$ cat src/rtl/stcp_pkg.sv
// ----------------------------------------------------------------------------
// stcp_pkg
// Shared types, constants and keyword tables of the serial text command parser.
// ----------------------------------------------------------------------------
package stcp_pkg;

   localparam int MAX_FRAME_BYTES    = 19;
   localparam int MAX_PARAM_CHARS    = 17;
   localparam int MAX_ADDRESS_DIGITS = 3;
   localparam int MIN_FRAME_BYTES    = 6;
   localparam int KW_COUNT           = 6;
   localparam int KW_MAX_LEN         = 9;

   localparam int COUNT_W = 5;
   localparam int POS_W   = 5;
   localparam int ADDR_W  = 10;
   localparam int LIMIT_W = 16;
   localparam int CMD_W   = 3;

   localparam logic [ADDR_W-1:0]  ADDRESS_CEIL = ADDR_W'(999);
   localparam logic [LIMIT_W-1:0] IDLE_LIMIT_RESET = LIMIT_W'(20000);

   // kind of an input item
   localparam logic REQ_BYTE = 1'b0;
   localparam logic REQ_TICK = 1'b1;

   localparam logic [7:0] CH_STAR  = 8'h2A;
   localparam logic [7:0] CH_EQUAL = 8'h3D;
   localparam logic [7:0] CH_COLON = 8'h3A;
   localparam logic [7:0] CH_ZERO  = 8'h30;
   localparam logic [7:0] CH_NINE  = 8'h39;
   localparam logic [7:0] CH_S     = 8'h53;
   localparam logic [7:0] CH_G     = 8'h47;
   localparam logic [7:0] CH_E     = 8'h45;
   localparam logic [7:0] CH_T     = 8'h54;

   typedef enum logic [1:0] {
      PH_VERB  = 2'd0,
      PH_PARAM = 2'd1,
      PH_ADDR  = 2'd2,
      PH_VALUE = 2'd3
   } phase_type;

   typedef enum logic [1:0] {
      VERB_NONE = 2'd0,
      VERB_SET  = 2'd1,
      VERB_GET  = 2'd2
   } verb_type;

   typedef enum logic [CMD_W-1:0] {
      CMD_NONE      = 3'd0,
      CMD_RESET     = 3'd1,
      CMD_COILS     = 3'd2,
      CMD_TEMP      = 3'd3,
      CMD_BPM       = 3'd4,
      CMD_ALL       = 3'd5,
      CMD_INPUTS    = 3'd6
   } command_type;

   // keyword bit positions in the alive mask
   localparam int KW_RESET     = 0;
   localparam int KW_COILS     = 1;
   localparam int KW_TEMP      = 2;
   localparam int KW_BPM       = 3;
   localparam int KW_ALL       = 4;
   localparam int KW_INPUTS    = 5;

   typedef logic [0:KW_MAX_LEN-1][7:0] kw_text_type;

   localparam kw_text_type KW_TEXT [KW_COUNT] = '{
      {"RESET",     32'h0},
      {"ALL_COILS"},
      {"TEMP",      40'h0},
      {"BPM",       48'h0},
      {"ALL",       48'h0},
      {"INPUTS",    24'h0}
   };

   localparam logic [POS_W-1:0] KW_LEN [KW_COUNT] = '{
      POS_W'(5), POS_W'(9), POS_W'(4), POS_W'(3), POS_W'(3), POS_W'(6)
   };

   typedef struct packed {
      logic       req_type;
      logic [7:0] rx_byte;
   } req_item_type;

   typedef struct packed {
      logic         valid;
      req_item_type item;
   } stage_item_type;

   typedef struct packed {
      command_type       command;
      logic [ADDR_W-1:0] address;
      logic              by_timeout;
   } rsp_item_type;

   typedef struct packed {
      logic         valid;
      rsp_item_type item;
   } stage_rsp_type;

endpackage

$ cat src/rtl/stcp_if.sv
// ----------------------------------------------------------------------------
// stcp channel interfaces
// Valid/ready channels for received bytes and ticks, decoded commands and
// the idle limit register write.
// ----------------------------------------------------------------------------
interface stcp_req_if;
   logic       valid;
   logic       ready;
   logic       req_type;
   logic [7:0] rx_byte;

   modport source (output valid, req_type, rx_byte, input ready);
   modport sink   (input valid, req_type, rx_byte, output ready);
endinterface

interface stcp_rsp_if;
   logic                              valid;
   logic                              ready;
   stcp_pkg::command_type             command;
   logic [stcp_pkg::ADDR_W-1:0]       address;
   logic                              by_timeout;

   modport source (output valid, command, address, by_timeout, input ready);
   modport sink   (input valid, command, address, by_timeout, output ready);
endinterface

interface stcp_csr_if;
   logic                         valid;
   logic                         ready;
   logic [stcp_pkg::LIMIT_W-1:0] idle_limit;

   modport source (output valid, idle_limit, input ready);
   modport sink   (input valid, idle_limit, output ready);
endinterface

$ cat src/rtl/stcp_in_stage.sv
// ----------------------------------------------------------------------------
// stcp_in_stage
// Input register: holds one accepted item until the decode step takes it.
// ----------------------------------------------------------------------------
module stcp_in_stage (
   input  logic                     clock,
   input  logic                     reset,
   input  logic                     in_valid,
   output logic                     in_ready,
   input  stcp_pkg::req_item_type   in_item,
   input  logic                     room,
   output stcp_pkg::stage_item_type fire
);

   logic                   valid_ff;
   logic                   valid_in;
   stcp_pkg::req_item_type item_ff;
   logic                   advance;

   assign advance  = valid_ff && room;
   assign in_ready = !valid_ff || advance;
   assign valid_in = in_ready ? in_valid : valid_ff;

   always_ff @(posedge clock) begin
      if (reset) begin
         valid_ff <= 1'b0;
      end else begin
         valid_ff <= valid_in;
      end
   end

   always_ff @(posedge clock) begin
      if (in_ready && in_valid) begin
         item_ff <= in_item;
      end
   end

   assign fire.valid = advance;
   assign fire.item  = item_ff;

endmodule

$ cat src/rtl/stcp_decoder.sv
// ----------------------------------------------------------------------------
// stcp_decoder
// Frame state and on-the-fly field decode; one item per cycle unless stalled.
// ----------------------------------------------------------------------------
module stcp_decoder (
   input  logic                              clock,
   input  logic                              reset,
   input  stcp_pkg::stage_item_type          fire,
   input  logic [stcp_pkg::LIMIT_W-1:0]      idle_limit,
   output stcp_pkg::stage_rsp_type           result
);

   logic                              capturing_ff,   capturing_in;
   logic [stcp_pkg::COUNT_W-1:0]      byte_count_ff,  byte_count_in;
   stcp_pkg::phase_type               phase_ff,       phase_in;
   stcp_pkg::verb_type                verb_ff,        verb_in;
   logic [stcp_pkg::POS_W-1:0]        position_ff,    position_in;
   logic [stcp_pkg::KW_COUNT-1:0]     alive_ff,       alive_in;
   logic [stcp_pkg::ADDR_W-1:0]       accum_ff,       accum_in;
   logic                              ended_ff,       ended_in;
   logic                              bad_ff,         bad_in;
   logic [stcp_pkg::LIMIT_W-1:0]      idle_ff,        idle_in;

   logic                              close;
   logic                              timed_out;
   logic                              frame_ok;
   logic [7:0]                        c;
   logic [stcp_pkg::COUNT_W-1:0]      idx;
   logic [stcp_pkg::ADDR_W+3:0]       acc_ext;
   logic [stcp_pkg::ADDR_W+3:0]       acc_next;
   logic [stcp_pkg::KW_COUNT-1:0]     kw_miss;
   logic [stcp_pkg::KW_COUNT-1:0]     kw_len_miss;
   stcp_pkg::command_type             cmd;

   assign c   = fire.item.rx_byte;
   assign idx = byte_count_ff;

   // accum * 10 + digit, at most 9999
   assign acc_ext  = {4'b0, accum_ff};
   assign acc_next = (acc_ext << 3) + (acc_ext << 1) + {10'b0, c[3:0]};

   always_comb begin
      for (int k = 0; k < stcp_pkg::KW_COUNT; k++) begin
         kw_len_miss[k] = (stcp_pkg::KW_LEN[k] != position_ff);
         if (position_ff >= stcp_pkg::KW_LEN[k]) begin
            kw_miss[k] = 1'b1;
         end else begin
            kw_miss[k] = (stcp_pkg::KW_TEXT[k][position_ff[3:0]] != c);
         end
      end
   end

   always_comb begin
      capturing_in  = capturing_ff;
      byte_count_in = byte_count_ff;
      phase_in      = phase_ff;
      verb_in       = verb_ff;
      position_in   = position_ff;
      alive_in      = alive_ff;
      accum_in      = accum_ff;
      ended_in      = ended_ff;
      bad_in        = bad_ff;
      idle_in       = idle_ff;
      close         = 1'b0;
      timed_out     = 1'b0;

      if (fire.valid) begin
         if (fire.item.req_type == stcp_pkg::REQ_TICK) begin
            if (capturing_ff) begin
               idle_in = idle_ff + stcp_pkg::LIMIT_W'(1);
               if (idle_in >= idle_limit) begin
                  close     = 1'b1;
                  timed_out = 1'b1;
               end
            end
         end else begin
            capturing_in = 1'b1;
            idle_in      = '0;
            if (byte_count_ff <= stcp_pkg::COUNT_W'(stcp_pkg::MAX_FRAME_BYTES)) begin
               byte_count_in = byte_count_ff + stcp_pkg::COUNT_W'(1);
            end
            if (byte_count_in > stcp_pkg::COUNT_W'(stcp_pkg::MAX_FRAME_BYTES)) begin
               bad_in = 1'b1;
            end
            if (c == stcp_pkg::CH_STAR) begin
               close = 1'b1;
            end else if (!bad_in) begin
               if (idx == stcp_pkg::COUNT_W'(0)) begin
                  verb_in = (c == stcp_pkg::CH_S) ? stcp_pkg::VERB_SET :
                            (c == stcp_pkg::CH_G) ? stcp_pkg::VERB_GET :
                                                    stcp_pkg::VERB_NONE;
               end else if (idx == stcp_pkg::COUNT_W'(1)) begin
                  if (c != stcp_pkg::CH_E) verb_in = stcp_pkg::VERB_NONE;
               end else if (idx == stcp_pkg::COUNT_W'(2)) begin
                  if (c != stcp_pkg::CH_T) verb_in = stcp_pkg::VERB_NONE;
               end else if (idx == stcp_pkg::COUNT_W'(3)) begin
                  // separator byte is skipped
                  phase_in    = stcp_pkg::PH_PARAM;
                  position_in = '0;
               end else if (phase_ff == stcp_pkg::PH_PARAM) begin
                  if (c == stcp_pkg::CH_EQUAL) begin
                     alive_in    = alive_ff & ~kw_len_miss;
                     phase_in    = stcp_pkg::PH_ADDR;
                     position_in = '0;
                  end else if (position_ff >=
                               stcp_pkg::POS_W'(stcp_pkg::MAX_PARAM_CHARS)) begin
                     bad_in = 1'b1;
                  end else begin
                     alive_in    = alive_ff & ~kw_miss;
                     position_in = position_ff + stcp_pkg::POS_W'(1);
                  end
               end else if (phase_ff == stcp_pkg::PH_ADDR) begin
                  if (c == stcp_pkg::CH_COLON) begin
                     phase_in    = stcp_pkg::PH_VALUE;
                     position_in = '0;
                  end else if (position_ff >=
                               stcp_pkg::POS_W'(stcp_pkg::MAX_ADDRESS_DIGITS)) begin
                     bad_in = 1'b1;
                  end else begin
                     if (!ended_ff && c >= stcp_pkg::CH_ZERO && c <= stcp_pkg::CH_NINE) begin
                        accum_in = (acc_next > {4'b0, stcp_pkg::ADDRESS_CEIL}) ?
                                   stcp_pkg::ADDRESS_CEIL : acc_next[stcp_pkg::ADDR_W-1:0];
                     end else begin
                        ended_in = 1'b1;
                     end
                     position_in = position_ff + stcp_pkg::POS_W'(1);
                  end
               end
            end
         end
      end

      frame_ok = !bad_in &&
                 (byte_count_in > stcp_pkg::COUNT_W'(stcp_pkg::MIN_FRAME_BYTES)) &&
                 (phase_in == stcp_pkg::PH_VALUE);
      cmd = stcp_pkg::CMD_NONE;
      if (frame_ok && verb_in == stcp_pkg::VERB_SET && !timed_out &&
          alive_in[stcp_pkg::KW_RESET]) begin
         cmd = stcp_pkg::CMD_RESET;
      end else if (frame_ok && verb_in == stcp_pkg::VERB_GET) begin
         if (alive_in[stcp_pkg::KW_COILS])       cmd = stcp_pkg::CMD_COILS;
         else if (alive_in[stcp_pkg::KW_TEMP])   cmd = stcp_pkg::CMD_TEMP;
         else if (alive_in[stcp_pkg::KW_BPM])    cmd = stcp_pkg::CMD_BPM;
         else if (alive_in[stcp_pkg::KW_ALL])    cmd = stcp_pkg::CMD_ALL;
         else if (alive_in[stcp_pkg::KW_INPUTS]) cmd = stcp_pkg::CMD_INPUTS;
      end

      result.valid           = close;
      result.item.command    = cmd;
      result.item.address    = (cmd == stcp_pkg::CMD_NONE || cmd == stcp_pkg::CMD_RESET) ?
                               '0 : accum_in;
      result.item.by_timeout = timed_out;

      if (close) begin
         capturing_in  = 1'b0;
         byte_count_in = '0;
         phase_in      = stcp_pkg::PH_VERB;
         verb_in       = stcp_pkg::VERB_NONE;
         position_in   = '0;
         alive_in      = '1;
         accum_in      = '0;
         ended_in      = 1'b0;
         bad_in        = 1'b0;
         idle_in       = '0;
      end
   end

   always_ff @(posedge clock) begin
      if (reset) begin
         capturing_ff  <= 1'b0;
         byte_count_ff <= '0;
         phase_ff      <= stcp_pkg::PH_VERB;
         verb_ff       <= stcp_pkg::VERB_NONE;
         position_ff   <= '0;
         alive_ff      <= '1;
         accum_ff      <= '0;
         ended_ff      <= 1'b0;
         bad_ff        <= 1'b0;
         idle_ff       <= '0;
      end else begin
         capturing_ff  <= capturing_in;
         byte_count_ff <= byte_count_in;
         phase_ff      <= phase_in;
         verb_ff       <= verb_in;
         position_ff   <= position_in;
         alive_ff      <= alive_in;
         accum_ff      <= accum_in;
         ended_ff      <= ended_in;
         bad_ff        <= bad_in;
         idle_ff       <= idle_in;
      end
   end

endmodule

$ cat src/rtl/stcp_out_stage.sv
// ----------------------------------------------------------------------------
// stcp_out_stage
// Result register: holds a decoded command until the receiver takes it.
// ----------------------------------------------------------------------------
module stcp_out_stage (
   input  logic                    clock,
   input  logic                    reset,
   input  stcp_pkg::stage_rsp_type result,
   output logic                    room,
   output logic                    out_valid,
   input  logic                    out_ready,
   output stcp_pkg::rsp_item_type  out_item
);

   logic                   valid_ff;
   logic                   valid_in;
   stcp_pkg::rsp_item_type item_ff;

   assign room     = !valid_ff || out_ready;
   // room is only offered when the held item leaves this cycle or none is held
   assign valid_in = result.valid ? 1'b1 : (valid_ff && !out_ready);

   always_ff @(posedge clock) begin
      if (reset) begin
         valid_ff <= 1'b0;
      end else begin
         valid_ff <= valid_in;
      end
   end

   always_ff @(posedge clock) begin
      if (result.valid) begin
         item_ff <= result.item;
      end
   end

   assign out_valid = valid_ff;
   assign out_item  = item_ff;

endmodule

$ cat src/rtl/serial_text_command_parser_unit.sv
// ----------------------------------------------------------------------------
// serial_text_command_parser_unit
// Text command frame parser for a serial link.
//
// req_if carries one item per handshake: a received byte (req_type 0) or one
// idle tick (req_type 1). A frame opens on its first byte and closes on '*'
// or after idle_limit ticks in a row with no byte; each closed frame gives
// one item on rsp_if with the decoded command, the address field and a flag
// telling whether the frame closed by timeout. Ticks outside a frame and
// bytes that do not close a frame give no result.
// csr_if writes the idle limit; it is always ready. The user must write it
// only while no item is in flight; the block itself does not enforce this.
// An accepted item waits in the input register until the result register has
// room, then the decode step updates the frame state and loads the result
// register, which offers the result. One item per cycle is sustained while
// the result register is free or being emptied.
// A stalled receiver holds the result register; the input register keeps
// taking items while the result register is free or being emptied.
// Reset closes any open frame, drops items in flight and sets the idle limit
// to 20000.
// ----------------------------------------------------------------------------
module serial_text_command_parser_unit (
   input logic              clock,
   input logic              reset,
   stcp_req_if.sink         req_if,
   stcp_rsp_if.source       rsp_if,
   stcp_csr_if.sink         csr_if
);

   logic [stcp_pkg::LIMIT_W-1:0] idle_limit_ff;
   logic [stcp_pkg::LIMIT_W-1:0] idle_limit_in;
   stcp_pkg::req_item_type       req_item;
   stcp_pkg::stage_item_type     fire;
   stcp_pkg::stage_rsp_type      result;
   stcp_pkg::rsp_item_type       rsp_item;
   logic                         room;

   assign csr_if.ready  = 1'b1;
   assign idle_limit_in = csr_if.valid ? csr_if.idle_limit : idle_limit_ff;

   always_ff @(posedge clock) begin
      if (reset) begin
         idle_limit_ff <= stcp_pkg::IDLE_LIMIT_RESET;
      end else begin
         idle_limit_ff <= idle_limit_in;
      end
   end

   assign req_item.req_type = req_if.req_type;
   assign req_item.rx_byte  = req_if.rx_byte;

   stcp_in_stage u_in_stage (
      .clock    (clock),
      .reset    (reset),
      .in_valid (req_if.valid),
      .in_ready (req_if.ready),
      .in_item  (req_item),
      .room     (room),
      .fire     (fire)
   );

   stcp_decoder u_decoder (
      .clock      (clock),
      .reset      (reset),
      .fire       (fire),
      .idle_limit (idle_limit_ff),
      .result     (result)
   );

   stcp_out_stage u_out_stage (
      .clock     (clock),
      .reset     (reset),
      .result    (result),
      .room      (room),
      .out_valid (rsp_if.valid),
      .out_ready (rsp_if.ready),
      .out_item  (rsp_item)
   );

   assign rsp_if.command    = rsp_item.command;
   assign rsp_if.address    = rsp_item.address;
   assign rsp_if.by_timeout = rsp_item.by_timeout;

   // no address without a read command
   a_addr_only_on_read: assert property (@(posedge clock) disable iff (reset)
      rsp_if.valid &&
      (rsp_if.command == stcp_pkg::CMD_NONE || rsp_if.command == stcp_pkg::CMD_RESET)
      |-> rsp_if.address == '0)
      else $error("address set without a read command");

   // a reset request needs the closing star
   a_reset_not_timed: assert property (@(posedge clock) disable iff (reset)
      rsp_if.valid && rsp_if.command == stcp_pkg::CMD_RESET |-> !rsp_if.by_timeout)
      else $error("reset request from a timed out frame");

   a_addr_ceiling: assert property (@(posedge clock) disable iff (reset)
      rsp_if.valid |-> rsp_if.address <= stcp_pkg::ADDRESS_CEIL)
      else $error("address above ceiling");

   // a result needs an item taken from the input register in the same cycle
   a_result_has_item: assert property (@(posedge clock) disable iff (reset)
      result.valid |-> fire.valid)
      else $error("result without an item");

   a_idle_after_reset: assert property (@(posedge clock)
      $past(reset) |-> !rsp_if.valid)
      else $error("result offered right after reset");

endmodule
$ cat src/flat_wrapper.sv
// flat-port wrapper written by rule: the top's interface ports become plain ports
module serial_text_command_parser_unit_flat 
  (clock, reset, req_if_valid, req_if_req_type, req_if_rx_byte, req_if_ready, rsp_if_valid, rsp_if_command, rsp_if_address, rsp_if_by_timeout, rsp_if_ready, csr_if_valid, csr_if_idle_limit, csr_if_ready);
  stcp_req_if req_if_i ();
  stcp_rsp_if rsp_if_i ();
  stcp_csr_if csr_if_i ();
  input logic clock;
  input logic reset;
  input wire logic [$bits(req_if_i.valid)-1:0] req_if_valid;
  input wire logic [$bits(req_if_i.req_type)-1:0] req_if_req_type;
  input wire logic [$bits(req_if_i.rx_byte)-1:0] req_if_rx_byte;
  output wire logic [$bits(req_if_i.ready)-1:0] req_if_ready;
  output wire logic [$bits(rsp_if_i.valid)-1:0] rsp_if_valid;
  output wire logic [$bits(rsp_if_i.command)-1:0] rsp_if_command;
  output wire logic [$bits(rsp_if_i.address)-1:0] rsp_if_address;
  output wire logic [$bits(rsp_if_i.by_timeout)-1:0] rsp_if_by_timeout;
  input wire logic [$bits(rsp_if_i.ready)-1:0] rsp_if_ready;
  input wire logic [$bits(csr_if_i.valid)-1:0] csr_if_valid;
  input wire logic [$bits(csr_if_i.idle_limit)-1:0] csr_if_idle_limit;
  output wire logic [$bits(csr_if_i.ready)-1:0] csr_if_ready;
  assign req_if_i.valid = req_if_valid;
  assign req_if_i.req_type = req_if_req_type;
  assign req_if_i.rx_byte = req_if_rx_byte;
  assign req_if_ready = req_if_i.ready;
  assign rsp_if_valid = rsp_if_i.valid;
  assign rsp_if_command = rsp_if_i.command;
  assign rsp_if_address = rsp_if_i.address;
  assign rsp_if_by_timeout = rsp_if_i.by_timeout;
  assign rsp_if_i.ready = rsp_if_ready;
  assign csr_if_i.valid = csr_if_valid;
  assign csr_if_i.idle_limit = csr_if_idle_limit;
  assign csr_if_ready = csr_if_i.ready;
  serial_text_command_parser_unit u_core (.clock(clock), .reset(reset), .req_if(req_if_i), .rsp_if(rsp_if_i), .csr_if(csr_if_i));
endmodule
$ cat config.mk
export PLATFORM = sky130hd
export DESIGN_NAME = serial_text_command_parser_unit_flat
export DESIGN_NICKNAME = d
export VERILOG_FILES = /design/src/rtl/stcp_pkg.sv /design/src/rtl/stcp_if.sv /design/src/rtl/stcp_in_stage.sv /design/src/rtl/stcp_decoder.sv /design/src/rtl/stcp_out_stage.sv /design/src/rtl/serial_text_command_parser_unit.sv /design/src/flat_wrapper.sv
export SDC_FILE = /design/constraint.sdc
export NUM_CORES = 1
export LEC_CHECK = 0
export ABC_CLOCK_PERIOD_IN_PS = 4740
export BUFFER_PORTS_ARGS = -buffer_cell sky130_fd_sc_hd__buf_2
export CAP_MARGIN = 30
export CORE_UTILIZATION = 41
export CTS_BUF_LIST = sky130_fd_sc_hd__clkbuf_8 sky130_fd_sc_hd__clkbuf_16
export DETAILED_ROUTE_END_ITERATION = 7
export PLACE_DENSITY = 0.63
export RECOVER_POWER = 100
export SKIP_LAST_GASP = 1
export SYNTH_ARGS = -nofsm -noshare
export SYNTH_HDL_FRONTEND = slang
export SYNTH_SLANG_ARGS = --single-unit
$ cat constraint.sdc
create_clock -name clock -period 4.74 [get_ports clock]
set_input_delay 0.948 -clock clock [delete_from_list [all_inputs] [get_ports clock]]
set_output_delay 0.948 -clock clock [all_outputs]
set_load 0.03 [all_outputs]
[Word-level counts from Yosys, hierarchy flattened]
Memories as Yosys holds them, arrays and structs flattened.
Index checks and enable logic that the tools add are counted.
Operators by class
  add/subtract/negate cells: 5
  multipliers: 0
  divide/modulo/power cells: 0
  magnitude comparators: 14
  eq/ne operators: 30
  shifts and indexed selects: 0
  muxes and demuxes: 112
  bitwise logic cells: 16
  reductions and logical operators: 28
Operator list (number)
  2-to-1 mux 10 bit: 14
  2-to-1 mux 8 bit: 12
  2-to-1 mux 6 bit: 11
  2-to-1 mux 5 bit: 12
  != test 8 bit: 6
  2-to-1 mux 2 bit: 23
  2-to-1 mux 16 bit: 2
  2-to-1 mux 1 bit: 31
  equality test 8 x 6 -> 1 bit, second input constant: 3
  2-to-1 mux 3 bit: 7
  adder 16 x 1 -> 16 bit, second input constant: 1
  equality test 8 x 7 -> 1 bit, second input constant: 2
  >= comparator 16 bit: 1
  != test 8 x 7 -> 1 bit, second input constant: 2
  >= comparator 5 x 3 -> 1 bit, second input constant: 3
  != test 3 x 5 -> 1 bit, first input constant: 3
  adder 13 x 11 -> 14 bit: 1
  adder 14 x 4 -> 14 bit: 1
  greater-than comparator 14 x 10 -> 1 bit, second input constant: 1
  AND reduction 13 bit: 1
  AND 6 bit: 2
  inverter 6 bit: 2
  logical AND 1 bit: 11
  inverter 1 bit: 11
  27 further kinds: 42
Word-level totals
  bits in registers: 90
  latch bits: 0
  RAM bits: 0
  bits in read-only memories: 768
  input port bits: 30
  output and inout bits: 17
  memories kept: 6
Memories
  (no name shown): words 16, bits a word 8, rd ports 1, clocked after Yosys merged registers in 0, wr ports 0, line stcp_decoder.sv:48  | kw_miss[k] = (stcp_pkg::KW_TEXT[k][position_ff[3:0]] != c);
  (no name shown): words 16, bits a word 8, rd ports 1, clocked after Yosys merged registers in 0, wr ports 0, line stcp_decoder.sv:48
  (no name shown): words 16, bits a word 8, rd ports 1, clocked after Yosys merged registers in 0, wr ports 0, line stcp_decoder.sv:48
  (no name shown): words 16, bits a word 8, rd ports 1, clocked after Yosys merged registers in 0, wr ports 0, line stcp_decoder.sv:48
  (no name shown): words 16, bits a word 8, rd ports 1, clocked after Yosys merged registers in 0, wr ports 0, line stcp_decoder.sv:48
  (no name shown): words 16, bits a word 8, rd ports 1, clocked after Yosys merged registers in 0, wr ports 0, line stcp_decoder.sv:48

[Logic depth before layout (Yosys ltp)]
  depth after elaboration: 28
  mapped depth: 16
  mapped depth without buffers: 13

[Cells and area by module]
From an unflattened synthesis, not the netlist that was laid out.
Unflattened totals
  cells, all modules: 700
  area total of the unflattened synthesis: 6170.9 sq um
Modules (own cells, without submodules)
  stcp_decoder: instances 1, cells an instance 612, area each 4758.3 sq um
  serial_text_command_parser_unit: instances 1, cells an instance 54, area each 605.6 sq um
  stcp_out_stage: instances 1, cells an instance 18, area each 466.7 sq um
  stcp_in_stage: instances 1, cells an instance 16, area each 340.3 sq um

[Worst setup path after synthesis]
OpenSTA, ideal clock, no wires.
  path type: register to register
  start point: register u_core.u_decoder.idle_ff[7] (netlist bit)
  end point: register u_core.u_decoder.phase_ff[0]
  setup time: 0.059 ns
  data arrival time: 3.318 ns
  data required time: 4.681 ns
  slack: 1.363 ns
  stages on the path, launching flop included: 16
  path buffers: 2
  cell sequence: dfxtp_1 -> nand3_1 -> nor4_1 -> and3_1 -> clkbuf_1 -> nand3_1 -> xnor2_1 -> ha_1 -> a21oi_1 -> o21ai_0 -> a41oi_1 -> nor2_1 -> o31a_1 -> a211oi_1 -> clkbuf_1 -> o221a_2
On the way
  cells in the longest elaborated chain, start to end: 7
RTL lines
  start, declared: line stcp_decoder.sv:22  | logic [stcp_pkg::LIMIT_W-1:0] idle_ff, idle_in;
  start signal, assigned: line stcp_decoder.sv:190  | idle_ff <= idle_in;
  adder 16 x 1 -> 16 bit: line stcp_decoder.sv:70  | idle_in = idle_ff + stcp_pkg::LIMIT_W'(1);
  >= comparator 16 bit: line stcp_decoder.sv:71  | if (idle_in >= idle_limit) begin
  2-to-1 mux 1 bit: line stcp_decoder.sv:71
  2-to-1 mux 1 bit: line stcp_decoder.sv:69  | if (capturing_ff) begin
  2-to-1 mux 1 bit: line stcp_decoder.sv:68  | if (fire.item.req_type == stcp_pkg::REQ_TICK) begin
  2-to-1 mux 1 bit: line stcp_decoder.sv:67  | if (fire.valid) begin
  OR reduction 2 bit (no line)
  end signal, assigned: line stcp_decoder.sv:172  | phase_ff <= stcp_pkg::PH_VERB;
  end signal, assigned: line stcp_decoder.sv:183  | phase_ff <= phase_in;
  end, declared: line stcp_decoder.sv:15  | stcp_pkg::phase_type phase_ff, phase_in;
Every way passes these cells.
A chain may end at the register's enable or synchronous reset.

[Worst setup path in the final report]
  start point: register u_core.u_decoder.idle_ff[0] (netlist bit)
  end point: register u_core.u_decoder.idle_ff[8] (netlist bit)
On the way
  cells in the longest elaborated chain, start to end: 7
  elaborated cells between the ends (all ways): 9
  classes of those cells: add/sub: 1; order compare: 1; mux: 6; reduce/logical: 1
RTL lines (line)
  adder 16 x 1 -> 16 bit (*): stcp_decoder.sv:70
  >= comparator 16 bit: stcp_decoder.sv:71
  2-to-1 mux 1 bit: stcp_decoder.sv:71
  2-to-1 mux 1 bit: stcp_decoder.sv:69
  2-to-1 mux 1 bit: stcp_decoder.sv:68
  2-to-1 mux 1 bit: stcp_decoder.sv:67
  OR reduction 2 bit (no line)
Mark *: on every way between the ends. The rest lies on a longest branch, timed or not. The select of a mux whose other input is x is not followed.

==> run metrics <==
clock latency on the worst-skew pair=0.34 ns; Hold Crit Class=register to register; Core Region=0.01453 mm²; Final Cell Area=0.006680 mm²; IO Port Bufs=45; Top FF cell, synth=dfxtp_1; sequential cell area fraction in the yosys report=33.18%; maximum vdd drop=0.1758 mV; Routed WL=14490 µm; Total GRT Usage=19.02%; yosys warns=0; die height=124.2 µm; Critical Path Start Type=register; family with the most delay on the worst path=simple AND/OR/NAND/NOR gates; antenna-violating nets left=0; Placed Area=0.006461 mm²; max-slew violation count=0; post-route setup slack=0.7225 ns; WP data required=4.96 ns; status=completed; syn_area_per_cell=8.748 µm²; Reg2Reg Depth=14; Post CTS Setup Buffer Count=0; final worst path period share=84.76%; Detailed Place HPWL=10990 µm; die width=124.2 µm; CP Class=register to register; Place WS=0.8551 ns; Die ar.=0.01543 mm²; largest net degree at the start of global routing=28; relative slew slack=26.89%; Filler cells=1428; DR WL/cell=15.85 µm; Via Count=5218; Setup crit end=u_core.u_decoder.idle_ff[8]$_SDFFE_PP0P_; global route overflow=0; MaxCap Viol Count=0; Final Skew=0.007554 ns; gpl congestion=0.8706; total CTS buffers=9; initial antenna violation count=0; Layout area overhead=9.093%; CTS tree=built; Cell Area, Synth=0.006123 mm²; first-pass GRT wire length=24140 µm; Arr. time, crit path=4.23 ns; count of different cell masters after synthesis=74; share of layout cells above drive strength 1=8.630%; slowest stage delay, CP=0.80 ns; Vias/cell=5.709; CP endpoint kind=register; Clock Path Buffers=2; Crit Reg-Reg Startpoint=u_core.u_decoder.idle_ff[0]$_SDFFE_PP0P_; starting density of the core=42.13%; Final setup viols=0; pwr/cell area=246.1 mW/mm²; CP startpoint=u_core.u_decoder.idle_ff[0]$_SDFFE_PP0P_; post-synthesis register bit count=90; number of enable flip-flop cells after synthesis=23; I/O pin count=47; vias in the first global route=4896; synthesized net count=785; post-route minimum period=4.018 ns; CP Depth=14; RSZ-0062 raised after global routing=false; Fin Hold WS=0.4801 ns; Synth async-reset ratio=0%; worst path bufs/invs=1; Remaining DRCs=0; post_cts resized=0; Clock Sink Count=90; post-synthesis cell count=700; setup tns final=0 ns; nets@finish=810; Worst R2R End=u_core.u_decoder.idle_ff[8]$_SDFFE_PP0P_; number of cells in the design after placement=898; final hold vios=0; depth of the CTS H-tree=3; num rows=44; Slew @ Worst Pin=1.097 ns; Non-Filler Instances=914; Max Freq=248.9 MHz; reg-to-reg slack, setup=0.72 ns; Max FO, Critical Path=18; ant diodes=0; DR pass1 iterations=6; Clock Pin Slew Worst Setup and Hold Paths=0.06 ns; critical-path cell list=ha_1, nand3_1, nor4_1, nand3_1, xnor2_1, ha_1, nand2_1, o21ai_0, a41oi_1, nor2_1, o31a_1, a211o_1, clkbuf_2, nor2_1; CTS root buf=clkbuf_16; Leak=0.002644 µW; Critical-path top delay cell=nor4_1; Post-CTS Hold Buffers=0; Iter 0 DRT Violations=374
[per-stage QoR]
| stage | utilization (%) | power, µW |
|---|---|---|
| finish | 45.96 | 1644 |
| global route | 45.96 | 1710 |
| CTS | 46.48 | 1662 |
| detailed placement | 44.46 | 964.1 |
| global placement | 44.46 | 960.3 |
| floorplan | - | 922.9 |
[worst reg2reg max path, delay by kind of cell (launching register included)]
family	cells	cell delay (ns)
XOR/XNOR	1	0.19
adder cells (fa/ha/maj)	2	0.52
buffers and inverters	1	0.42
AO/OA/AOI/OAI	4	0.96
flip-flops	1	0.42
AND/OR/NAND/NOR	6	1.38
[placed cells by master (no fill, tap or decap), types with 21 or more instances in the layout]
cell type and n:
nand2_1 42, edfxtp_1 23, ha_1 53, dfxtp_1 67
a211oi_1 21, o21ai_0 23, inv_1 39, nor2_1 79
nand3_1 24, buf_2 26, a21oi_1 28, xnor2_1 27
[cell usage after synthesis, drive strengths merged, types with 6 or more instances]
| master | n | area share, % |
|---|---|---|
| xor2 | 10 | 1.4 |
| edfxtp | 23 | 11 |
| a21o | 6 | 0.74 |
| nor2 | 79 | 4.8 |
| o211ai | 10 | 1.2 |
| a21oi | 28 | 2.3 |
| o22ai | 7 | 0.72 |
| a22oi | 13 | 1.6 |
| mux2i | 14 | 2.3 |
| a211oi | 21 | 3.3 |
| dfxtp | 67 | 22 |
| a41oi | 6 | 0.98 |
| nor3 | 14 | 1.1 |
| buf | 13 | 1.3 |
| and2 | 9 | 0.92 |
| o21ai | 24 | 2.0 |
| inv | 37 | 2.3 |
| or3 | 8 | 0.82 |
| nand3 | 24 | 2.0 |
| a31oi | 9 | 0.92 |
| nand4 | 9 | 0.92 |
| clkbuf | 26 | 1.6 |
| xnor2 | 27 | 3.9 |
| nand2 | 42 | 2.6 |
| ha | 53 | 11 |
| o31ai | 10 | 1.2 |
| nor2b | 13 | 1.3 |
| and3 | 7 | 0.72 |
| nand2b | 11 | 1.1 |
[where the power goes]
part / internal (µW) / leakage [µW] / switching [µW]
logic: 51.7 / 0.00174 / 69.6
registers: 803 / 0.000748 / 23.5
clock network: 400 / 0.000154 / 297
total: 1250 / 0.00264 / 390
[state kept, by name (all words and copies together), names as in the netlist]
name	count
u_core.u_out_stage.out_valid	1
u_core.u_out_stage.out_item	14
u_core.u_decoder.bad_ff	1
u_core.u_decoder.position_ff	5
u_core.u_decoder.alive_ff	6
u_core.idle_limit_ff	16
u_core.u_decoder.accum_ff	10
u_core.u_decoder.byte_count_ff	5
u_core.u_in_stage.valid_ff	1
u_core.u_in_stage.fire	9
u_core.u_decoder.idle_ff	16
u_core.u_decoder.phase_ff	2
u_core.u_decoder.capturing_ff	1
u_core.u_decoder.verb_ff	2
u_core.u_decoder.ended_ff	1
[worst min path at each step]
stage	to	slack, ns	start	cells past startpoint
after floorplan	u_core.u_decoder.alive_ff[2]$_SDFF_PP1_	0.43	u_core.u_decoder.alive_ff[2]$_SDFF_PP1_	2
after global placement	u_core.u_decoder.ended_ff$_SDFFE_PP0P_	0.45	u_core.u_decoder.ended_ff$_SDFFE_PP0P_	2
after detailed placement	u_core.u_decoder.alive_ff[2]$_SDFF_PP1_	0.47	u_core.u_decoder.alive_ff[2]$_SDFF_PP1_	2
after CTS	u_core.u_decoder.ended_ff$_SDFFE_PP0P_	0.48	u_core.u_decoder.ended_ff$_SDFFE_PP0P_	2
after global routing	u_core.u_decoder.alive_ff[2]$_SDFF_PP1_	0.51	u_core.u_decoder.alive_ff[2]$_SDFF_PP1_	2
final	u_core.u_decoder.ended_ff$_SDFFE_PP0P_	0.48	u_core.u_decoder.ended_ff$_SDFFE_PP0P_	2
[final cells by class]
type                            instances  area [µm²]  share of cell area [%]
Clock buffer                           11       264.0                   3.952
Clock inverter                          5       30.03                  0.4495
Inverter                               37       138.9                   2.079
Multi-Input combinational cell        534        3730                   55.83
Sequential cell                        90        2032                   30.42
Tap cell                              184       230.2                   3.446
Timing Repair Buffer                   53       255.2                   3.821
[routing by layer]
| metal | GRT usage, % | wire [µm] |
|---|---|---|
| met5 | 0 | 0 |
| met2 | 30.13 | 6636 |
| met4 | 5.599 | 275 |
| met3 | 3.534 | 624 |
| met1 | 26.21 | 6950 |
[cells by family (layout without fill, tap and decap cells)]
kind of cell | after synthesis | in the layout | share of synthesized area [%]
simple gates | 254 | 254 | 21.66
compound gates | 173 | 173 | 20.86
flops | 90 | 90 | 33.18
buf+inv | 76 | 106 | 5.169
fa+ha+maj | 55 | 55 | 11.48
xor+xnor | 37 | 37 | 5.292
mux | 14 | 14 | 2.288
other cells | 1 | 1 | 0.06124
Power figures use the tool's default switching activity.
